<file path="src/hw/rtl/cpr_pkg.sv">
// ----------------------------------------------------------------
// cpr_pkg
// shared widths, defaults and types of the circle path rasterizer
// ----------------------------------------------------------------
package cpr_pkg;

	localparam int COORD_W        = 16;
	localparam int RADIUS_W       = 5;
	localparam int IDX_W          = 6;
	localparam int OFS_W          = 6;
	localparam int MAX_RADIUS_DEF = 31;
	localparam int Q_DEPTH        = 2;

	// one circle request after classification
	typedef struct packed {
		logic [COORD_W-1:0]  cx;
		logic [COORD_W-1:0]  cy;
		logic [RADIUS_W-1:0] r;
	} job_t;

	// queue status seen by the walker
	typedef struct packed {
		logic not_empty;
		logic full;
	} q_stat_t;

endpackage

</file>
<file path="src/hw/rtl/cpr_front.sv">
// ----------------------------------------------------------------
// cpr_front
// accepts circle requests, clamps the radius and hands jobs to the queue
// ----------------------------------------------------------------
module cpr_front #(
	parameter int MAX_RADIUS = cpr_pkg::MAX_RADIUS_DEF
) (
	input  logic                         clk,
	input  logic                         arst_n,
	input  logic                         start,
	output logic                         busy,
	input  logic [cpr_pkg::COORD_W-1:0]  center_x,
	input  logic [cpr_pkg::COORD_W-1:0]  center_y,
	input  logic [cpr_pkg::RADIUS_W-1:0] radius,
	input  cpr_pkg::q_stat_t             q_stat,
	output logic                         push,
	output cpr_pkg::job_t                push_job
);

	localparam logic [cpr_pkg::RADIUS_W-1:0] R_MAX = cpr_pkg::RADIUS_W'(MAX_RADIUS);

	logic          fr_valid_s1;
	cpr_pkg::job_t fr_job_s1;
	logic          accept;

	// hand off whenever the queue has room
	assign push     = fr_valid_s1 && !q_stat.full;
	assign push_job = fr_job_s1;
	assign busy     = fr_valid_s1 && q_stat.full;
	assign accept   = start && !busy;

	// stage valid
	always_ff @(posedge clk or negedge arst_n) begin
		if (!arst_n) begin
			fr_valid_s1 <= 1'b0;
		end else if (accept) begin
			fr_valid_s1 <= 1'b1;
		end else if (push) begin
			fr_valid_s1 <= 1'b0;
		end
	end

	// capture beat, clamp radius
	always_ff @(posedge clk) begin
		if (accept) begin
			fr_job_s1.cx <= center_x;
			fr_job_s1.cy <= center_y;
			fr_job_s1.r  <= (radius > R_MAX) ? R_MAX : radius;
		end
	end

endmodule

</file>
<file path="src/hw/rtl/cpr_queue.sv">
// ----------------------------------------------------------------
// cpr_queue
// short job queue between the front and the walker
// ----------------------------------------------------------------
module cpr_queue (
	input  logic             clk,
	input  logic             arst_n,
	input  logic             push,
	input  cpr_pkg::job_t    push_job,
	input  logic             pop,
	output cpr_pkg::job_t    head_job,
	output cpr_pkg::q_stat_t q_stat
);

	localparam int DEPTH = cpr_pkg::Q_DEPTH;
	localparam int PW    = (DEPTH > 1) ? $clog2(DEPTH) : 1;
	localparam int CW    = $clog2(DEPTH + 1);

	cpr_pkg::job_t  slot_q [DEPTH];
	logic [PW-1:0]  wr_ptr_q;
	logic [PW-1:0]  rd_ptr_q;
	logic [CW-1:0]  count_q;
	logic           do_push;
	logic           do_pop;

	assign q_stat.not_empty = (count_q != '0);
	assign q_stat.full      = (count_q == CW'(DEPTH));
	assign do_push          = push && !q_stat.full;
	assign do_pop           = pop && q_stat.not_empty;
	assign head_job         = slot_q[rd_ptr_q];

	// pointers and fill count
	always_ff @(posedge clk or negedge arst_n) begin
		if (!arst_n) begin
			wr_ptr_q <= '0;
			rd_ptr_q <= '0;
			count_q  <= '0;
		end else begin
			if (do_push) begin
				wr_ptr_q <= (wr_ptr_q == PW'(DEPTH - 1)) ? '0 : wr_ptr_q + 1'b1;
			end
			if (do_pop) begin
				rd_ptr_q <= (rd_ptr_q == PW'(DEPTH - 1)) ? '0 : rd_ptr_q + 1'b1;
			end
			if (do_push && !do_pop) begin
				count_q <= count_q + 1'b1;
			end else if (do_pop && !do_push) begin
				count_q <= count_q - 1'b1;
			end
		end
	end

	// slot storage
	always_ff @(posedge clk) begin
		if (do_push) begin
			slot_q[wr_ptr_q] <= push_job;
		end
	end

endmodule

</file>
<file path="src/hw/rtl/cpr_walk.sv">
// ----------------------------------------------------------------
// cpr_walk
// walks one quadrant a point per cycle and drives the mirrored results
// ----------------------------------------------------------------
module cpr_walk #(
	parameter int MAX_RADIUS = cpr_pkg::MAX_RADIUS_DEF
) (
	input  logic                        clk,
	input  logic                        arst_n,
	input  cpr_pkg::job_t               head_job,
	input  cpr_pkg::q_stat_t            q_stat,
	output logic                        pop,
	output logic                        strobe,
	output logic [cpr_pkg::IDX_W-1:0]   point_index,
	output logic [cpr_pkg::COORD_W-1:0] first_x,
	output logic [cpr_pkg::COORD_W-1:0] first_y,
	output logic [cpr_pkg::COORD_W-1:0] second_x,
	output logic [cpr_pkg::COORD_W-1:0] second_y,
	output logic [cpr_pkg::COORD_W-1:0] third_x,
	output logic [cpr_pkg::COORD_W-1:0] third_y,
	output logic [cpr_pkg::COORD_W-1:0] fourth_x,
	output logic [cpr_pkg::COORD_W-1:0] fourth_y,
	output logic                        last_point
);

	localparam int OW = cpr_pkg::OFS_W;
	localparam int SW = 2 * OW + 1;
	localparam int CW = cpr_pkg::COORD_W;
	localparam logic [cpr_pkg::IDX_W-1:0] LAST_IDX = cpr_pkg::IDX_W'(2 * MAX_RADIUS);

	logic                        active_q;
	logic [OW-1:0]               x_q;
	logic [OW-1:0]               y_q;
	logic [cpr_pkg::IDX_W-1:0]   idx_q;
	logic [SW-1:0]               rr_q;
	logic [CW-1:0]               cx_q;
	logic [CW-1:0]               cy_q;

	logic [OW-1:0]               xp1;
	logic [OW-1:0]               ym1;
	logic [2*OW-1:0]             sq_x;
	logic [2*OW-1:0]             sq_y;
	logic [2*OW-1:0]             sq_ym;
	logic                        go_right;
	logic                        go_diag;
	logic                        last_now;
	logic [CW-1:0]               ox;
	logic [CW-1:0]               oy;

	// step candidates
	assign xp1      = x_q + 1'b1;
	assign ym1      = y_q - 1'b1;
	assign sq_x     = xp1 * xp1;
	assign sq_y     = y_q * y_q;
	assign sq_ym    = ym1 * ym1;
	assign go_right = (SW'(sq_x) + SW'(sq_y)) <= rr_q;
	assign go_diag  = (SW'(sq_x) + SW'(sq_ym)) <= rr_q;

	// run ends at the axis or at the walk length guard
	assign last_now = active_q && ((y_q == '0) || (idx_q == LAST_IDX));
	assign pop      = q_stat.not_empty && (!active_q || last_now);

	assign ox = CW'(x_q);
	assign oy = CW'(y_q);

	// walker position
	always_ff @(posedge clk or negedge arst_n) begin
		if (!arst_n) begin
			active_q <= 1'b0;
		end else if (pop) begin
			active_q <= 1'b1;
		end else if (last_now) begin
			active_q <= 1'b0;
		end
	end

	always_ff @(posedge clk) begin
		if (pop) begin
			x_q   <= '0;
			y_q   <= OW'(head_job.r);
			idx_q <= '0;
			rr_q  <= SW'(head_job.r) * SW'(head_job.r);
			cx_q  <= head_job.cx;
			cy_q  <= head_job.cy;
		end else if (active_q) begin
			idx_q <= idx_q + 1'b1;
			if (go_right) begin
				x_q <= xp1;
			end else if (go_diag) begin
				x_q <= xp1;
				y_q <= ym1;
			end else begin
				y_q <= ym1;
			end
		end
	end

	// result strobe
	always_ff @(posedge clk or negedge arst_n) begin
		if (!arst_n) begin
			strobe <= 1'b0;
		end else begin
			strobe <= active_q;
		end
	end

	// result beat with the four mirrors
	always_ff @(posedge clk) begin
		if (active_q) begin
			point_index <= idx_q;
			first_x     <= cx_q + ox;
			first_y     <= cy_q + oy;
			second_x    <= cx_q + ox;
			second_y    <= cy_q - oy;
			third_x     <= cx_q - ox;
			third_y     <= cy_q - oy;
			fourth_x    <= cx_q - ox;
			fourth_y    <= cy_q + oy;
			last_point  <= last_now;
		end
	end

endmodule

</file>
<file path="src/hw/rtl/circle_path_rasterizer.sv">
// ----------------------------------------------------------------
// circle_path_rasterizer
// quadrant walk of a circle with its four mirrored points per beat
// ----------------------------------------------------------------
// Usage:
//   A request (center_x, center_y, radius) is taken on a clock edge with
//   start high and busy low. Radii above MAX_RADIUS are clamped; radius 0
//   gives one point at the center.
//   Each point beat shows for one cycle with strobe high: point_index, the
//   four mirrored coordinates, and last_point on the final beat of a run.
//   A run of radius r gives at most 2r+1 beats, one per cycle, set by the
//   single step unit of the walker.
//   A request passes the front register, the two-entry job queue, the
//   walker and the output register before its first beat appears.
//   Runs follow each other with no idle cycle; busy rises only while the
//   front stage holds a job and the queue is full.
//   Reset clears the front stage, the queue and the walker; no beat is
//   shown until a new request arrives. The receiver cannot stall: every
//   strobe beat is final.
// ----------------------------------------------------------------
module circle_path_rasterizer #(
	parameter int MAX_RADIUS = cpr_pkg::MAX_RADIUS_DEF
) (
	input  logic                                clk,
	input  logic                                arst_n,
	input  logic                                start,
	output logic                                busy,
	input  logic signed [cpr_pkg::COORD_W-1:0]  center_x,
	input  logic signed [cpr_pkg::COORD_W-1:0]  center_y,
	input  logic        [cpr_pkg::RADIUS_W-1:0] radius,
	output logic                                strobe,
	output logic        [cpr_pkg::IDX_W-1:0]    point_index,
	output logic signed [cpr_pkg::COORD_W-1:0]  first_x,
	output logic signed [cpr_pkg::COORD_W-1:0]  first_y,
	output logic signed [cpr_pkg::COORD_W-1:0]  second_x,
	output logic signed [cpr_pkg::COORD_W-1:0]  second_y,
	output logic signed [cpr_pkg::COORD_W-1:0]  third_x,
	output logic signed [cpr_pkg::COORD_W-1:0]  third_y,
	output logic signed [cpr_pkg::COORD_W-1:0]  fourth_x,
	output logic signed [cpr_pkg::COORD_W-1:0]  fourth_y,
	output logic                                last_point
);

	logic             push;
	logic             pop;
	cpr_pkg::job_t    push_job;
	cpr_pkg::job_t    head_job;
	cpr_pkg::q_stat_t q_stat;

	// request intake
	cpr_front #(
		.MAX_RADIUS (MAX_RADIUS)
	) u_front (
		.clk      (clk),
		.arst_n   (arst_n),
		.start    (start),
		.busy     (busy),
		.center_x (center_x),
		.center_y (center_y),
		.radius   (radius),
		.q_stat   (q_stat),
		.push     (push),
		.push_job (push_job)
	);

	// job queue
	cpr_queue u_queue (
		.clk      (clk),
		.arst_n   (arst_n),
		.push     (push),
		.push_job (push_job),
		.pop      (pop),
		.head_job (head_job),
		.q_stat   (q_stat)
	);

	// quadrant walker
	cpr_walk #(
		.MAX_RADIUS (MAX_RADIUS)
	) u_walk (
		.clk         (clk),
		.arst_n      (arst_n),
		.head_job    (head_job),
		.q_stat      (q_stat),
		.pop         (pop),
		.strobe      (strobe),
		.point_index (point_index),
		.first_x     (first_x),
		.first_y     (first_y),
		.second_x    (second_x),
		.second_y    (second_y),
		.third_x     (third_x),
		.third_y     (third_y),
		.fourth_x    (fourth_x),
		.fourth_y    (fourth_y),
		.last_point  (last_point)
	);

endmodule

</file>
<file path="config.mk">
export PLATFORM = sky130hd
export DESIGN_NAME = circle_path_rasterizer
export DESIGN_NICKNAME = d
export VERILOG_FILES = /design/src/hw/rtl/cpr_pkg.sv /design/src/hw/rtl/cpr_front.sv /design/src/hw/rtl/cpr_queue.sv /design/src/hw/rtl/cpr_walk.sv /design/src/hw/rtl/circle_path_rasterizer.sv
export SDC_FILE = /design/constraint.sdc
export NUM_CORES = 1
export LEC_CHECK = 0
export BUFFER_PORTS_ARGS = -buffer_cell sky130_fd_sc_hd__buf_2
export CORE_MARGIN = 5
export CORE_UTILIZATION = 25
export DETAILED_ROUTE_END_ITERATION = 6
export HOLD_SLACK_MARGIN = 0.02
export PLACE_DENSITY = 0.44
export SLEW_MARGIN = 15
export SYNTH_ARGS = -nofsm -noshare
export SYNTH_HDL_FRONTEND = slang
export SYNTH_SLANG_ARGS = --single-unit
export TNS_END_PERCENT = 20
</file>
<file path="constraint.sdc">
create_clock -name clk -period 10.1 [get_ports clk]
set_input_delay 1.01 -clock clk [delete_from_list [all_inputs] [get_ports clk]]
set_output_delay 1.01 -clock clk [all_outputs]
set_load 0.02 [all_outputs]
</file>
==> reports/metrics.cfg, run 1 <==
[run_status]
status=complete, no violations

[timing]
slew_headroom_pct=30.4
fin_skew_ps=12.5
rsz0062_at_grt=false
holdWs_ps=307
tightest_slew_ps=1030
postLayoutSetupSlackWorst_ps=2000
fin_crit_ps=8100
setup_viol=0
slew_violations=0
finalHoldViolCount=0
timing.final.crit_share_pct=80.2
tns_ps=0
clock.fmax_mhz=124

[global_route]
antenna_found_initial=1
grt_max_degree=42
grt_pass1_wl_um=48900
grt_pass1_vias=8780
grtUsageTotal_pct=10.1
grt_overflow_total=0

[yosys]
syn_nets=1336
synth_edf_count=226
ys_seq_elements=246
avgSynthCellArea_um2=12.3
synthCells=1140
async_flop_share_pct=2.85
synth_top_cell_area_share_pct=48.4
yosysTopAreaCell=edfxtp_1
ys.warnings.count=0
synth_area_leaders=edfxtp_1 (48%), ha_1 (9.7%), fa_1 (6.7%), xnor2_1 (4.5%), buf_4 (3.5%)
yosysSeqAreaShare_pct=51.5
synth_area_um2=14000
ys_types=61
synthFlopType=edfxtp_1

[critical_path]
cp.required_ps=10260
cp-end-kind=register
startpoint_type=register
crit_type=reg -> reg
cpPeakStageDelay_ps=620
cp.arrival_ps=8260
crit_slowest_cell=nor4_1
worstPathMaxFanout=9

[floorplanning]
die_w_um=247
placeableCoreArea_um2=55300
dieArea_um2=60900
die_h_um=247
ios=177
num_rows=86
start_util_pct=25.3

[worst_hold_path]
hold_path_class=in -> async

[finish]
num_antenna_cells=0
drive_gt1_share_pct=21.1
finalNetCount=1454
syn_to_final_growth_pct=15.5

[clock_network]
clockBufferDepth=3
cts_max_level=1
cts_tree=done
clockRootBuffer=clkbuf_16
clk_latency_ps=550
clkSinkCount=246
postCtsSetupBuffers=0
clk_pin_slew_ps=60
cts_resized=0
cts_made_buffers=27
postCtsHoldBufs=0

[detailed_routing]
via_per_inst=4.12
drt_wl_total_um=31300
drc_errors=0
wl_per_cell_um=15.4
dr.first_iter.drc_count=274
antenna_left=0
dr_total_vias=8354
firstDrtPassIters=6

[placement]
dp.final_hpwl_um=23800
portBuffers=176
gp_congestion=0.806
dp_worst_setup_slack_ps=2040

[run]
drv_cap=0

==> Yosys cell counts, types with 3 or more instances <==
master	count
o2111ai_1	4
o21bai_1	9
o211ai_1	5
mux2_2	34
and2_1	8
nand3_1	22
clkbuf_1	24
nor2_1	92
or3_1	6
a211oi_1	3
and3_1	12
xor2_1	30
o31ai_1	7
or2_2	4
o21ai_0	26
or3b_1	4
a21o_1	11
nand2b_1	13
nor3_1	12
a21oi_1	42
ha_1	109
dfrtp_1	7
dfxtp_1	13
fa_1	47
xnor2_1	72
inv_1	122
nand2_1	36
nor4_1	4
edfxtp_1	226
buf_4	66
o221ai_1	4
nor2b_1	13
mux2i_1	8
nand4b_1	3
nand4_1	7
==> layout make-up <==
cell class              instances  area [um^2]
clock inverters                14          178
clock buffers                  36          709
flip-flops and latches        246         7230
inverters                     124          465
fillers                      5725        39100
well taps                     748          936
multi-input cells             677         5740
repair buffers                182          926
==> layout by cell type, fill, tap and decap left out, types with 4 or more instances in the layout <==
cell / instances
xnor2_1: 72
nor3_1: 12
o221ai_1: 4
o21bai_1: 9
dfrtp_1: 5
clkinv_1: 7
edfxtp_1: 226
o21ai_0: 26
nand3_1: 22
a21oi_1: 42
ha_1: 109
or2_2: 4
a21o_1: 11
o211ai_1: 5
fa_1: 47
or3_1: 6
xor2_1: 30
mux2_2: 34
dfxtp_1: 13
o2111ai_1: 4
o31ai_1: 7
nand2b_1: 13
bufinv_16: 4
clkbuf_1: 9
mux2i_1: 8
or3b_1: 4
nor4_1: 4
clkbuf_16: 27
buf_4: 6
buf_2: 176
and3_1: 11
nor2b_1: 13
nor2_1: 91
and2_1: 7
nand4_1: 7
inv_1: 121
nand2_1: 36
==> stage by stage <==
step,instance area (um^2),util (%),cells
CTS,16200,29.3,2027
floorplan,14000,-,1140
finish,16200,29.3,2027
global route,16200,29.3,2027
global placement,15300,27.7,1977
detailed placement,15300,27.7,1977
==> registers in the layout, summed over array words and instances, names as in the netlist, 9 cells and up <==
name and flops:
u_walk.third_x 15, u_walk.cy_q 16, u_walk.first_x 16, u_queue.slot_q 74
u_walk.second_y 16, u_walk.cx_q 16, u_front.push_job 37, u_walk.rr_q 9
u_walk.first_y 15
==> layer usage <==
metal  share of wire [%]  GRT usage [%]
met1                  47           13.7
met5                   0              0
met3                 3.9           1.51
met2                  47           17.1
met4                 1.9           2.13
==> final timing paths <==
kind / start / end / slack [ps] / depth (start not counted)
setup / recovery: u_walk.x_q[0] / u_walk.y_q[3] / 2000 / 26
min in group clk: u_front.push_job[15] / u_queue.slot_q[1][15] / 450 / 0
setup reg to reg: u_walk.x_q[0] / u_walk.y_q[3] / 2000 / 26
hold / removal: arst_n / u_walk.strobe / 310 / 1
hold reg to reg: u_front.push_job[15] / u_queue.slot_q[1][15] / 450 / 0
max in group asynchronous: arst_n / u_walk.active_q / 9590 / 1
==> critical path, delay by kind of cell (launching register included) <==
family | cells | cell delay [ps]
adder cells (fa/ha/maj) | 8 | 3270
AO/OA/AOI/OAI | 8 | 1680
AND/OR/NAND/NOR | 6 | 1410
XOR/XNOR | 3 | 820
flip-flops | 1 | 500
buffers and inverters | 1 | 50
==> logic make-up after synthesis <==
| group | after synthesis | share of synthesized area [%] |
|---|---|---|
| flops | 246 | 51.5 |
| compound gates | 129 | 5.94 |
| buf+inv | 217 | 7.59 |
| simple gates | 248 | 8.84 |
| fa+ha+maj | 156 | 16.4 |
| mux | 42 | 3.30 |
| xor+xnor | 102 | 6.37 |
Power of run 1 is not shown: default switching activity piles up to over one toggle a cycle in this logic, so the estimate is an artifact.
==> inputs of run 2 (changes only) <==
Clock period 10.1 ns to 8.1 ns, I/O delays scaled along.
==> reports/metrics.cfg, run 2 (same netlist as run 1, synthesis figures left out) <==
[finish]
syn_to_final_growth_pct=15.5
final_util_pct=29.3
drive_gt1_share_pct=22.0
num_antenna_cells=0
largest_reg_flops=74
final_common_cell=edfxtp_1
top_register=u_queue.slot_q
finalNetCount=1461
layout_common_cells=edfxtp_1 (226), buf_2 (176), inv_1 (121)

[critical_path]
r2r-start=u_walk.x_q[0]
cp.required_ps=8530
worstPathMaxFanout=9
cp-end-kind=register
crit_type=reg -> reg
cp.arrival_ps=8050
startpoint=u_walk.x_q[0]
startpoint_type=register

[worst_hold_path]
hold_path_class=in -> async

[clock_network]
postCtsHoldBufs=0
clk_latency_ps=550
clkSinkCount=246
clockBufferDepth=3
cts_made_buffers=27
clockRootBuffer=clkbuf_16
cts_max_level=1
clk_pin_slew_ps=60
cts_tree=done

[run]
drv_cap=0

[detailed_routing]
antenna_left=0
dr.first_iter.drc_count=355
wl_per_cell_um=15.2
firstDrtPassIters=4
via_per_inst=4.09
dr_total_vias=8314
drt_wl_total_um=31000
drc_errors=0

[timing]
finalHoldViolCount=0
fin_skew_ps=10.5
tns_ps=0
fin_crit_ps=7620
slew_headroom_pct=31.0
tightest_slew_ps=1030
rsz0062_at_grt=true
timing.final.crit_share_pct=94.1
slew_violations=0
setup_viol=0
clock.fmax_mhz=131

[run_status]
status=complete, no violations

[global_route]
grt_overflow_total=0
antenna_found_initial=1
grtUsageTotal_pct=10.1
grt_max_degree=68
grt_pass1_wl_um=49100
grt_pass1_vias=8653

[floorplanning]
dieArea_um2=60900
start_util_pct=25.3
ios=177
die_w_um=247
num_rows=86
die_h_um=247
placeableCoreArea_um2=55300

[placement]
gp_congestion=0.815
dp.final_hpwl_um=23700
portBuffers=176

-- run 2: layout make-up --
type | instances | area [um^2]
Tap cell | 748 | 936
Inverter | 124 | 465
Clock inverter | 15 | 109
Multi-Input combinational cell | 677 | 5760
Fill cell | 5753 | 39100
Timing Repair Buffer | 189 | 978
Sequential cell | 246 | 7230
Clock buffer | 34 | 712
-- run 2: worst max-delay path, cell delays in order, from the launching register on --
cell and delay [ps]:
dfxtp_2 420, ha_1 250, nand3_1 150, xnor2_1 180, or2_2 300, fa_1 530
fa_1 530, fa_1 560, inv_1 50, ha_1 320, a31oi_1 230, o21bai_1 100
a21oi_1 220, xnor2_1 250, fa_1 470, ha_1 390, and3_1 210, a22o_1 200
nor2_1 120, xnor2_1 140, ha_1 270, nand2_1 100, a21oi_1 50, a211oi_1 170
a22oi_1 160, or4_4 600, o221ai_1 200, or3b_1 360
-- run 2: repair_timing --
item                                    in CTS  in global routing
resized for setup                            0                  5
buffers inserted                             0                  0
endpoints found under the setup margin       0                 11
-- run 2: metrics by stage --
step / area (um^2) / hold slack [ps] / setup WS [ps] / std cells
after floorplan: 14000 / 421 / 861 / 1140
final: 16200 / 112 / 482 / 2033
after global placement: 15300 / 425 / 370 / 1984
after detailed placement: 15300 / 431 / 234 / 1984
after global routing: 16200 / 104 / -19.2 / 2033
after CTS: 16200 / 80.2 / 191 / 2033
-- run 2: path summary, 6_finish.rpt --
kind,cells past startpoint,to,slack [ps]
setup / recovery,27,u_walk.x_q[5],480
max in group asynchronous,1,u_walk.active_q,7780
hold reg to reg,0,u_queue.slot_q[0][13],440
hold / removal,1,u_walk.strobe,110
setup reg to reg,27,u_walk.x_q[5],480
min in group clk,1,u_front.push_job[3],440
-- run 2: routing by layer --
layer  part of all wire (%)  track usage, %  vias up
li1                       -               -     4152
met1                     47            14.0     3949
met2                     47            16.8      170
met3                    3.9            1.38       43
met4                    2.3            2.53        0
met5                      0               0        -
Power of run 2 is left out for the same reason.
==> inputs of run 3 (changes only) <==
Settings changed: RECOVER_POWER from default to 25.
==> reports/metrics.cfg, run 3 (same netlist as run 1, synthesis figures left out) <==
[run_status]
status=finished with violations
failed_checks=capacitance limit, slew limit

[clock_network]
clockRootBuffer=clkbuf_16
clkSinkCount=246
cts_resized=0
postCtsHoldBufs=0
cts_tree=done
clk_pin_slew_ps=60
postCtsSetupBuffers=0
clk_latency_ps=550
cts_max_level=1
clockBufferDepth=3
cts_made_buffers=27

[floorplanning]
die_w_um=247
die_h_um=247
start_util_pct=25.3
ios=177
placeableCoreArea_um2=55300
dieArea_um2=60900
num_rows=86

[placement]
dp.final_hpwl_um=23700
dpl_cell_area_um2=15300
gp_congestion=0.815
portBuffers=176

[global_route]
grtUsageTotal_pct=10.1
grt_max_degree=68
grt_pass1_wl_um=49100
grt_overflow_total=0
antenna_found_initial=1
grt_pass1_vias=8653

[timing]
tightest_slew_ps=3680
rsz0062_at_grt=true
fin_crit_ps=7620
setup_viol=0
finalHoldViolCount=0
timing.final.crit_share_pct=94.1
fin_skew_ps=11.0
clock.fmax_mhz=131
slew_headroom_pct=-145
slew_violations=68

[finish]
postLayoutCellArea_um2=16200
largest_reg_flops=74
drive_gt1_share_pct=21.6
finalNetCount=1461
fillers=5756
final_common_cell=edfxtp_1
layout_common_cells=edfxtp_1 (226), buf_2 (173), inv_1 (121)
num_antenna_cells=0
syn_to_final_growth_pct=15.4
top_register=u_queue.slot_q

[critical_path]
rr_endpoint=u_walk.x_q[5]
r2r-start=u_walk.x_q[0]
startpoint_type=register
cp.arrival_ps=8050
cp-end-kind=register
worstPathMaxFanout=9
regToRegSetupSlack_ps=480
cp.required_ps=8530
worstRegToRegCells=27
crit_type=reg -> reg
cpPeakStageDelay_ps=600
crit_slowest_cell=or4_4

[detailed_routing]
antenna_left=0
drc_errors=0
drt_wl_total_um=31000
firstDrtPassIters=4
via_per_inst=4.09
wl_per_cell_um=15.2
dr_total_vias=8306
dr.first_iter.drc_count=355

[worst_hold_path]
hold_path_class=in -> async

[run]
drv_cap=1

==> run 3: critical path, delay by kind of cell, from the launching register on <==
| family | cells | cell delay, ps |
|---|---|---|
| AO/OA/AOI/OAI | 8 | 1330 |
| XOR/XNOR | 3 | 580 |
| adder cells (fa/ha/maj) | 8 | 3320 |
| buffers and inverters | 1 | 50 |
| flip-flops | 1 | 420 |
| AND/OR/NAND/NOR | 7 | 1830 |
==> run 3: through the flow <==
step / util [%] / cells / hold slack (ps) / setup slack (ps) / TNS [ps]
finish: 29.3 / 2033 / 207 / 479 / 0
global route: 29.3 / 2033 / 232 / -19.2 / -43.2
CTS: 29.2 / 2033 / 80.2 / 191 / 0
detailed placement: 27.8 / 1984 / 431 / 234 / 0
global placement: 27.8 / 1984 / 425 / 370 / 0
floorplan: - / 1140 / 421 / 861 / 0
==> run 3: final cells by class <==
cell class | instances | area [um^2] | share of cell area [%]
clock buffer | 34 | 712 | 4.40
clock inverter | 15 | 109 | 0.673
inverter | 124 | 465 | 2.88
multi-input combinational | 677 | 5760 | 35.6
sequential | 246 | 7230 | 44.7
tap | 748 | 936 | 5.79
timing repair buffer | 189 | 967 | 5.98
==> run 3: metal layers <==
layer | share of wire [%] | GRT usage, % | vias up
met5 | 0 | 0 | -
met4 | 2.3 | 2.53 | 0
met3 | 4.1 | 1.38 | 43
met2 | 47 | 16.8 | 173
met1 | 47 | 14.0 | 3936
li1 | - | - | 4154
==> run 3: worst max-delay path by stage <==
stage / endpoint / slack (ps) / start
6_report: u_walk.x_q[5] / 480 / u_walk.x_q[0]
5_1_grt: u_walk.x_q[5] / -20 / u_walk.x_q[0]
4_1_cts: u_walk.x_q[5] / 190 / u_walk.x_q[0]
3_5_place_dp: u_walk.x_q[5] / 230 / u_walk.x_q[0]
3_3_place_gp: u_walk.x_q[2] / 370 / u_walk.x_q[0]
2_1_floorplan: u_walk.x_q[2] / 860 / u_walk.x_q[0]
Power of run 3 is left out for the same reason.
